--- config.mk ---
export PLATFORM = sky130hd
export DESIGN_NAME = scratchpad_crc_thermostat
export DESIGN_NICKNAME = d
export VERILOG_FILES = /design/src/rtl/sct_pkg.sv /design/src/rtl/scratchpad_crc_thermostat.sv /design/src/rtl/sct_frame.sv /design/src/rtl/sct_ctrl.sv
export SDC_FILE = /design/constraint.sdc
export NUM_CORES = 1
export LEC_CHECK = 0
export BUFFER_PORTS_ARGS = -buffer_cell sky130_fd_sc_hd__buf_2
export CORE_UTILIZATION = 40
export DETAILED_ROUTE_END_ITERATION = 10
export PLACE_DENSITY = 0.64
export SLEW_MARGIN = 20
export SYNTH_ARGS = -nofsm -noshare
export SYNTH_HDL_FRONTEND = slang
export SYNTH_SLANG_ARGS = --single-unit
--- constraint.sdc ---
create_clock -name clk -period 6 [get_ports clk]
set_input_delay 1.2 -clock clk [delete_from_list [all_inputs] [get_ports clk]]
set_output_delay 1.2 -clock clk [all_outputs]
set_load 0.05 [all_outputs]
--- src/rtl/sct_pkg.sv ---
package sct_pkg;

	localparam logic [7:0] CRC_POLY = 8'h8C;
	localparam logic [3:0] FINAL_INDEX = 4'd8;

	localparam logic [10:0] SETPOINT_RESET = 11'd800;
	localparam logic [9:0] HYST_RESET = 10'd50;
	localparam logic signed [10:0] OFFSET_RESET = -11'sd300;

	localparam logic signed [20:0] MEAS_MAX = 21'sd32767;
	localparam logic signed [20:0] MEAS_MIN = -21'sd32768;

	typedef enum logic [1:0] {
		FAULT_NONE   = 2'd0,
		FAULT_ABSENT = 2'd1,
		FAULT_CRC    = 2'd2,
		FAULT_RSVD   = 2'd3
	} fault_t;

	typedef enum logic [1:0] {
		REG_SETPOINT = 2'd0,
		REG_HYST     = 2'd1,
		REG_RAPID    = 2'd2,
		REG_OFFSET   = 2'd3
	} reg_idx_t;

	typedef struct packed {
		logic [10:0] setpoint;
		logic [9:0] hyst;
		logic rapid;
		logic signed [10:0] offset;
	} sct_cfg_t;

	// A finished frame or a no-presence event, handed from the frame stage to control.
	typedef struct packed {
		logic valid;
		logic absent;
		logic crc_ok;
		logic signed [15:0] raw;
	} sct_evt_t;

	// Reflected CRC-8 over one byte, least significant bit first.
	function automatic logic [7:0] crc8_byte(input logic [7:0] crc_in, input logic [7:0] b);
		logic [7:0] crc;
		logic mix;
		crc = crc_in;
		for (int k = 0; k < 8; k++) begin
			mix = crc[0] ^ b[k];
			crc = {1'b0, crc[7:1]};
			if (mix) begin
				crc = crc ^ CRC_POLY;
			end
		end
		return crc;
	endfunction

endpackage

--- src/rtl/scratchpad_crc_thermostat.sv ---
// An accepted request is registered in the frame stage and then in the control stage,
// whose registers drive the outputs.
// Throughput: one scratchpad byte or no-presence event per cycle while results are taken;
// a result held back by the receiver stops further requests, once the frame stage is full, until it is taken.
// The ninth byte of a frame and each no-presence event give one result each.
// Reset (arst_n low) clears the frame position, the CRC, the relay and both pipeline valids.
module scratchpad_crc_thermostat
	import sct_pkg::*;
(
	input  logic clk,
	input  logic arst_n,
	input  logic cfg_write_en,
	input  logic [1:0] cfg_index,
	input  logic [10:0] cfg_data,
	input  logic in_valid,
	output logic in_ready,
	input  logic command,
	input  logic [7:0] data_byte,
	output logic out_valid,
	input  logic out_ready,
	output logic cooler_on,
	output logic [1:0] fault_code,
	output logic signed [15:0] measured_centideg
);

	sct_cfg_t cfg_q;
	sct_evt_t evt;
	logic advance;

	always_ff @(posedge clk or negedge arst_n) begin
		if (!arst_n) begin
			cfg_q.setpoint <= SETPOINT_RESET;
			cfg_q.hyst <= HYST_RESET;
			cfg_q.rapid <= 1'b0;
			cfg_q.offset <= OFFSET_RESET;
		end else if (cfg_write_en) begin
			unique case (reg_idx_t'(cfg_index))
				REG_SETPOINT: cfg_q.setpoint <= cfg_data;
				REG_HYST:     cfg_q.hyst <= cfg_data[9:0];
				REG_RAPID:    cfg_q.rapid <= cfg_data[0];
				REG_OFFSET:   cfg_q.offset <= $signed(cfg_data);
				default: ;
			endcase
		end
	end

	sct_frame u_frame (
		.clk       (clk),
		.arst_n    (arst_n),
		.in_valid  (in_valid),
		.in_ready  (in_ready),
		.command   (command),
		.data_byte (data_byte),
		.advance   (advance),
		.evt       (evt)
	);

	sct_ctrl u_ctrl (
		.clk               (clk),
		.arst_n            (arst_n),
		.evt               (evt),
		.cfg               (cfg_q),
		.advance           (advance),
		.out_valid         (out_valid),
		.out_ready         (out_ready),
		.cooler_on         (cooler_on),
		.fault_code        (fault_code),
		.measured_centideg (measured_centideg)
	);

endmodule

--- src/rtl/sct_frame.sv ---
module sct_frame
	import sct_pkg::*;
(
	input  logic clk,
	input  logic arst_n,
	input  logic in_valid,
	output logic in_ready,
	input  logic command,
	input  logic [7:0] data_byte,
	input  logic advance,
	output sct_evt_t evt
);

	logic valid_s1;
	logic command_s1;
	logic [7:0] byte_s1;
	logic [7:0] crc_q;
	logic [3:0] idx_q;
	logic [7:0] raw_lo_q;
	logic [7:0] raw_hi_q;
	logic fire;
	logic is_final;

	assign in_ready = !valid_s1 || advance;
	assign fire = valid_s1 && advance;
	assign is_final = idx_q >= FINAL_INDEX;

	always_ff @(posedge clk or negedge arst_n) begin
		if (!arst_n) begin
			valid_s1 <= 1'b0;
		end else if (in_ready) begin
			valid_s1 <= in_valid;
		end
	end

	always_ff @(posedge clk) begin
		if (in_valid && in_ready) begin
			command_s1 <= command;
			byte_s1 <= data_byte;
		end
	end

	always_ff @(posedge clk or negedge arst_n) begin
		if (!arst_n) begin
			crc_q <= '0;
			idx_q <= '0;
			raw_lo_q <= '0;
			raw_hi_q <= '0;
		end else if (fire) begin
			if (command_s1 || is_final) begin
				crc_q <= '0;
				idx_q <= '0;
			end else begin
				crc_q <= crc8_byte(crc_q, byte_s1);
				idx_q <= idx_q + 4'd1;
				if (idx_q == 4'd0) begin
					raw_lo_q <= byte_s1;
				end
				if (idx_q == 4'd1) begin
					raw_hi_q <= byte_s1;
				end
			end
		end
	end

	always_comb begin
		evt.valid = valid_s1 && (command_s1 || is_final);
		evt.absent = command_s1;
		evt.crc_ok = crc_q == byte_s1;
		evt.raw = $signed({raw_hi_q, raw_lo_q});
	end

	a_idx_range: assert property (@(posedge clk) disable iff (!arst_n)
		idx_q <= FINAL_INDEX)
		else $error("byte index past the final byte");

	a_idx_zero_crc: assert property (@(posedge clk) disable iff (!arst_n)
		idx_q == 4'd0 |-> crc_q == 8'd0)
		else $error("CRC not cleared at frame start");

	a_stall_hold: assert property (@(posedge clk) disable iff (!arst_n)
		valid_s1 && !advance |=> valid_s1 && $stable(byte_s1) && $stable(idx_q))
		else $error("stalled request lost in frame stage");

endmodule

--- src/rtl/sct_ctrl.sv ---
module sct_ctrl
	import sct_pkg::*;
(
	input  logic clk,
	input  logic arst_n,
	input  sct_evt_t evt,
	input  sct_cfg_t cfg,
	output logic advance,
	output logic out_valid,
	input  logic out_ready,
	output logic cooler_on,
	output logic [1:0] fault_code,
	output logic signed [15:0] measured_centideg
);

	logic relay_q;
	logic valid_s2;
	logic relay_s2;
	fault_t fault_s2;
	logic signed [15:0] meas_s2;

	logic signed [20:0] prod;
	logic signed [20:0] quot;
	logic signed [15:0] meas_c;
	logic signed [17:0] meas_x;
	logic signed [17:0] tgt;
	logic signed [17:0] band_hi;
	logic signed [17:0] band_lo;
	logic relay_c;
	fault_t fault_c;
	logic signed [15:0] meas_out_c;

	assign advance = !valid_s2 || out_ready;

	always_comb begin
		prod = $signed({{5{evt.raw[15]}}, evt.raw}) * 21'sd25;
		// Round towards zero before the arithmetic shift.
		quot = (prod + (prod[20] ? 21'sd3 : 21'sd0)) >>> 2;
		if (quot > MEAS_MAX) begin
			meas_c = 16'sh7FFF;
		end else if (quot < MEAS_MIN) begin
			meas_c = -16'sh8000;
		end else begin
			meas_c = quot[15:0];
		end
		meas_x = {{2{meas_c[15]}}, meas_c};
		tgt = $signed({7'd0, cfg.setpoint});
		if (cfg.rapid) begin
			tgt = tgt + $signed({{7{cfg.offset[10]}}, cfg.offset});
		end
		band_hi = tgt + $signed({8'd0, cfg.hyst});
		band_lo = tgt - $signed({8'd0, cfg.hyst});

		relay_c = relay_q;
		fault_c = FAULT_NONE;
		meas_out_c = meas_c;
		if (evt.absent) begin
			relay_c = 1'b0;
			fault_c = FAULT_ABSENT;
			meas_out_c = '0;
		end else if (!evt.crc_ok) begin
			relay_c = 1'b0;
			fault_c = FAULT_CRC;
			meas_out_c = '0;
		end else if (meas_x >= band_hi) begin
			relay_c = 1'b1;
		end else if (meas_x <= band_lo) begin
			relay_c = 1'b0;
		end
	end

	always_ff @(posedge clk or negedge arst_n) begin
		if (!arst_n) begin
			valid_s2 <= 1'b0;
			relay_q <= 1'b0;
		end else if (advance) begin
			valid_s2 <= evt.valid;
			if (evt.valid) begin
				relay_q <= relay_c;
			end
		end
	end

	always_ff @(posedge clk) begin
		if (advance && evt.valid) begin
			relay_s2 <= relay_c;
			fault_s2 <= fault_c;
			meas_s2 <= meas_out_c;
		end
	end

	assign out_valid = valid_s2;
	assign cooler_on = relay_s2;
	assign fault_code = fault_s2;
	assign measured_centideg = meas_s2;

	a_fault_relay_off: assert property (@(posedge clk) disable iff (!arst_n)
		valid_s2 && fault_s2 != FAULT_NONE |-> !relay_s2 && meas_s2 == 16'sd0)
		else $error("faulted reading with relay on or a temperature");

	a_relay_tracks: assert property (@(posedge clk) disable iff (!arst_n)
		valid_s2 |-> relay_s2 == relay_q)
		else $error("delivered relay state differs from held state");

	a_fault_code_legal: assert property (@(posedge clk) disable iff (!arst_n)
		valid_s2 |-> fault_s2 != FAULT_RSVD)
		else $error("reserved fault code delivered");

endmodule

==> metrics.cfg, run 1 <==
[outcome]
status=finished, violations left
violations=setup timing

[placed_design]
port_buffers=47
routabilityCongestion=0.871
dp_hpwl_mm=13.8
place_area_um2=9270

[setup_path]
cp_top_family=compound AO/OA/AOI/OAI gates
critPathBufInv=1
cp_data_arrival_time_ps=6420
cp_slowest_cell=fa_1
max_stage_delay_ps=570
start_kind=flip-flop
cp-startpoint=u_frame.raw_lo_q[3]
r2r-start=u_frame.raw_lo_q[3]
reg2reg_slack_ps=-340
crit_fanout=8
path_common_cell=ha_4
endpoint_kind=flip-flop
path_class=flip-flop to flip-flop
crit_required_ps=6080

[route]
drtIter0Drc=299
wl_per_cell_um=14.6
firstDrtPassIters=4
num_vias=6213
avgViaCountPerCell=5.10
drtAntennaViolNets=0
drcViolationCount=0
wirelength_mm=17.8

[yosys]
ys_types=70
synth_enable_flop_cells=28
yosys_warnings=0
syn_area_um2=7970
synth_area_leader_cell=ha_1
synth_nets=949
avgSynthCellArea_um2=10.1
async_flop_share_pct=69.6
synth_top_cell_area_share_pct=18.5
synthFlopType=dfrtp_1
ys_ff_latch=92
syn_inst=787
ys_top_cells_by_area=ha_1 (19%), dfrtp_1 (16%), edfxtp_1 (11%)
ys_seq_area_share_pct=30.8

[timing]
whs_ps=505
setup_slack_ps=-343
finalCriticalPeriod_ps=6340
finalClockSkew_ps=10.1
setup_viol=2
slew_headroom_pct=27.1
fin_tns_setup_ps=-678
worst-slew-pin-transition_ps=1090
rsz0062_at_grt=true
hold_viol=0
slew_violations=0
fmax_mhz=158
period_share_pct=106

[global_route]
grt-ovfl-total=0
grt_max_degree=65
antenna_found_initial=0
grt_pass1_wl_mm=29.9
grt_pass1_vias=6308
grt_usage_pct=18.6

[finish]
diodes=0
design_area_um2=10100
final_nets=1111
areaGrowthSynthToFinish_pct=26.2
multiInputGateArea_um2=5630
regArea_um2=2460
drive_gt1_share_pct=33.6
nFillCells=1772

[clock_tree]
clock_latency_ps=350
postCtsHoldBufs=0
clock_sinks=92
cts_buffers=9
htree_levels=3
clk_transition_reported_paths_ps=80
cts_tree=yes
cts_root_buf=clkbuf_16
cts_buffer_depth=2

[floorplanning]
die_h_um=143
num_rows=51
dieArea_um2=20500
floorplan.initialDensity_pct=40.8
core_area_um2=19500
ioPinCount=48
die_w_um=143

[worst_hold_path]
min_from=u_frame.crc_q[7]
hp-class=flip-flop to flip-flop

[job]
cap_violations=0

-- worst reg2reg max path: cells and delay by family (launching register included) --
kind / cells / cell delay (ps)
simple gates: 4 / 570
mux: 1 / 320
flops: 1 / 450
compound gates: 15 / 2750
fa+ha+maj: 6 / 1830
buf+inv: 1 / 110
-- layer usage --
metal | global-route usage (%) | vias to the layer above | part of all wire, %
met3 | 2.35 | 21 | 2.8
met4 | 4.81 | 0 | 1.3
met1 | 25.2 | 2949 | 49
li1 | - | 3153 | -
met5 | 0 | - | 0
met2 | 31.1 | 90 | 47
-- sequential cells by signal (all words and copies together), names as in the netlist --
| register | cells |
|---|---|
| u_frame.command_s1 | 1 |
| u_frame.valid_s1 | 1 |
| u_frame.byte_s1 | 8 |
| u_frame.idx_q | 4 |
| u_ctrl.measured_centideg | 16 |
| u_ctrl.fault_code | 2 |
| u_frame.raw_hi_q | 8 |
| u_frame.raw_lo_q | 8 |
| u_frame.crc_q | 8 |
| u_ctrl.relay_q | 1 |
| u_ctrl.cooler_on | 1 |
| cfg_q | 33 |
| u_ctrl.out_valid | 1 |
-- cell usage in the layout (no fill, tap or decap), drive strengths merged, types with 9 or more instances in the layout --
cell type,count
buf,166
ha,118
mux2,59
inv,55
dfrtp,52
o21ai,52
xnor2,51
a21oi,51
nand2,42
nor2,40
edfxtp,28
nor2b,23
xor2,21
fa,17
nand3,14
a21o,14
dfstp,12
nand2b,11
nand4,11
clkbuf,10
o21bai,9
-- kinds of logic after synthesis --
group           Yosys count  share of synthesized area [%]
simple gates            189                           12.4
compound gates          169                           13.8
fa+ha+maj               136                           22.9
flops                    92                           30.8
xor+xnor                 72                           8.01
buf+inv                  66                           3.22
mux                      63                           8.84
-- final timing paths --
path,end,depth (start not counted)
hold / removal,u_frame.crc_q[7],2
setup reg to reg,u_ctrl.cooler_on,27
min in group asynchronous,cfg_q[21],2
hold reg to reg,u_frame.crc_q[7],2
setup / recovery,u_ctrl.cooler_on,27
max in group asynchronous,u_frame.raw_lo_q[6],2
-- area by class of cell --
class	count	share of cell area [%]
inverter	51	1.90
timing repair buffer	166	11.3
clock buffer	10	2.38
sequential	92	24.5
tap	265	3.30
multi-input combinational	629	56.0
clock inverter	6	0.746
-- through the flow --
| stage | worst slack, ps | cells | utilization [%] |
|---|---|---|---|
| floorplan | -183 | 787 | - |
| global placement | -356 | 1179 | 47.5 |
| detailed placement | -586 | 1179 | 47.5 |
| CTS | -250 | 1216 | 50.8 |
| global route | -658 | 1219 | 51.5 |
| finish | -343 | 1219 | 51.5 |
-- cell usage after synthesis (11+ instances only) --
cell,instances
a21o_1,13
a21oi_1,48
dfrtp_1,52
dfstp_2,12
edfxtp_1,28
fa_1,17
ha_1,118
inv_1,51
mux2_2,59
nand2_1,42
nand2b_1,11
nand3_1,14
nand4_1,11
nor2_1,39
nor2b_1,23
o21ai_0,38
o21ai_1,14
xnor2_1,51
xor2_1,20
-- what timing repair did --
action,CTS,global route
endpoints found under the setup margin,2,2
pin swaps,16,15
gates resized for setup,31,20
buffers inserted,21,3
Power of run 1 is left out: the tool's default activity adds up to more than one toggle a clock period on the data nets, which glitch-free logic cannot reach.
==> run 2, diff against run 1 <==
- SYNTH_HIERARCHICAL: unset -> 1
==> metrics.cfg, run 2 <==
[yosys]
ys_types=77  ; +10%
synthFlopType=dfrtp_1
ys_ff_latch=92  ; unchanged
ys_top_cells_by_area=ha_1 (18%), dfrtp_1 (16%), edfxtp_1 (10%)
synth_compound_area_share_pct=13.5  ; -0.27 points
yosys_warnings=6  ; +6
synth.area.mux_share_pct=9.82  ; +0.98 points
syn_area_um2=8220  ; +3.2%
synth_area_leader_cell=ha_1
synth_top_cell_area_share_pct=18.3  ; -0.27 points
synth_adder_area_share_pct=22.4  ; -0.54 points
ys_seq_area_share_pct=29.9  ; -0.95 points
synth_enable_flop_cells=28  ; unchanged
synth_top_family_by_area=adder cells
syn_inst=774  ; -1.7%
synth_xor_area_share_pct=9.62  ; +1.6 points
synth-simple-area-share_pct=11.8  ; -0.62 points
synth_common_cells=ha_1 (120), xnor2_1 (56), dfrtp_1 (52), a21oi_1 (48), nor2_1 (45)
synth_most_common_cell=ha_1
async_flop_share_pct=69.6  ; unchanged
avgSynthCellArea_um2=10.6  ; +4.9%
synth_nets=938  ; -1.2%

[route]
drtIter0Drc=232  ; -22%
avgViaCountPerCell=5.05  ; -0.98%
wirelength_mm=17.6  ; -0.79%
wl_per_cell_um=14.5  ; -0.47%
drcViolationCount=1  ; +1
firstDrtPassIters=7  ; +3
num_vias=6132  ; -1.3%
drtAntennaViolNets=0  ; unchanged

[finish]
final_common_cell=buf_4
drive_gt1_share_pct=35.1  ; +1.5 points
final_cell_mix=buf_4 (121), ha_1 (101), xnor2_1 (54), dfrtp_1 (48), buf_2 (47)
nFillCells=1832  ; +3.4%
largest_reg_flops=33  ; unchanged
largest_register=cfg_q
diodes=0  ; unchanged
final_nets=1104  ; -0.63%
areaGrowthSynthToFinish_pct=25.3
design_area_um2=10300  ; +2.4%

[floorplanning]
dieArea_um2=21100  ; +3.1%
die_w_um=145  ; +1.6%
core_area_um2=20200  ; +3.3%
floorplan.initialDensity_pct=40.8  ; -0.048 points
ioPinCount=48  ; unchanged
die_h_um=145  ; +1.6%
num_rows=52  ; +2.0%

[setup_path]
cp_data_arrival_time_ps=6600  ; +180 ps
critPathBufInv=3  ; +2
cp_slowest_cell=fa_1
endpoint_kind=flip-flop
cp_top_family=compound AO/OA/AOI/OAI gates
start_kind=flip-flop
path_common_cell=a21o_1
crit_required_ps=6070  ; about the same
max_stage_delay_ps=540  ; -30 ps
crit_fanout=7  ; -1
path_class=flip-flop to flip-flop

[global_route]
grt_pass1_vias=6236  ; -1.1%
grt_max_degree=65  ; unchanged
grt-ovfl-total=0  ; unchanged
antenna_found_initial=0  ; unchanged
grt_usage_pct=17.6  ; -0.94 points
grt_pass1_wl_mm=30.2  ; +0.99%

[timing]
period_share_pct=109  ; +3.1 points
finalCriticalPeriod_ps=6530  ; +185 ps
slew_headroom_pct=44.0  ; +17 points
rsz0062_at_grt=true
setup_viol=2  ; unchanged
worst-slew-pin-transition_ps=840  ; -252 ps
setup_slack_ps=-529  ; -185 ps
slew_violations=0  ; unchanged
fmax_mhz=153  ; -2.8%
finalClockSkew_ps=8.88  ; -1.18 ps
hold_viol=0  ; unchanged

[placed_design]
routabilityCongestion=0.836  ; -4.1%
port_buffers=47  ; unchanged
dp_hpwl_mm=14.0  ; +2.1%
place_area_um2=9810  ; +5.8%

[clock_tree]
cts_tree=yes
clk_transition_reported_paths_ps=70  ; about the same
cts_buffer_depth=2  ; unchanged
cts_buffers=9  ; unchanged
clock_sinks=92  ; unchanged
cts_root_buf=clkbuf_16
htree_levels=3  ; unchanged
clock_latency_ps=350  ; about the same

[outcome]
violations=DRC, setup timing
status=finished, violations left

[worst_hold_path]
hp-class=flip-flop to flip-flop

[job]
cap_violations=0  ; unchanged

run 2: kinds of logic after synthesis:
| kind of cell | count (synthesis) |
|---|---|
| muxes | 64 |
| DFF | 92 |
| buffers and inverters | 54 |
| adders and majority gates | 137 |
| xor gates and xnor gates | 80 |
| AOI/OAI and AO/OA | 170 |
| and+or+nand+nor | 177 |
run 2: per-stage QoR:
stage | setup TNS (ps) | setup WS (ps) | std cells | hold slack, ps | utilization [%]
floorplan | -461 | -288 | 774 | 470 | -
global placement | -1130 | -574 | 1190 | 488 | 48.6
detailed placement | -1270 | -640 | 1190 | 497 | 48.6
CTS | -1080 | -547 | 1211 | 512 | 50.2
global route | -1610 | -808 | 1215 | 549 | 51.1
finish | -1040 | -529 | 1215 | 505 | 51.1
run 2: worst paths after layout:
path / from / endpoint / slack (ps) / depth (start not counted)
max: u_frame/raw_lo_q[3] / u_ctrl/cooler_on / -530 / 27
min reg2reg: u_frame/crc_q[0] / u_frame/crc_q[0] / 500 / 2
max reg2reg: u_frame/raw_lo_q[3] / u_ctrl/cooler_on / -530 / 27
min in group asynchronous: arst_n / cfg_q[32] / 1010 / 2
min: u_frame/crc_q[0] / u_frame/crc_q[0] / 500 / 2
max in group asynchronous: arst_n / u_frame/raw_hi_q[6] / 4350 / 2
run 2: final cells by class:
| class | count | area, um^2 | share of cell area [%] |
|---|---|---|---|
| inverter | 39 | 146 | 1.42 |
| timing repair buffer | 170 | 1170 | 11.4 |
| clock inverter | 5 | 36.3 | 0.352 |
| sequential | 92 | 2460 | 23.9 |
| clock buffer | 11 | 233 | 2.26 |
| multi-input combinational | 628 | 5910 | 57.4 |
| tap | 270 | 338 | 3.28 |
run 2: metal layers:
| metal | global-route usage (%) | up-vias | wire length (um) |
|---|---|---|---|
| li1 | - | 3133 | - |
| met1 | 24.4 | 2917 | 8870 |
| met2 | 29.1 | 71 | 8070 |
| met3 | 2.32 | 11 | 458 |
| met4 | 4.74 | 0 | 212 |
| met5 | 0 | - | 0 |
run 2: worst reg2reg max path: cells and delay by family, from the launching register on:
family,cells,cell delay (ps)
DFF,1,430
and+or+nand+nor,5,1110
xor gates and xnor gates,1,130
adders and majority gates,5,1700
muxes,1,310
buffers and inverters,3,450
AOI/OAI and AO/OA,12,2120
run 2: repair_timing:
| action | 4_1_cts | 5_1_grt |
|---|---|---|
| hold buffers | 0 | 0 |
| gates resized for setup | 3 | 24 |
| pin swaps | 8 | 19 |
| endpoints found under the setup margin | 2 | 2 |
| setup buffers | 5 | 4 |
Power of run 2 is left out for the same reason.
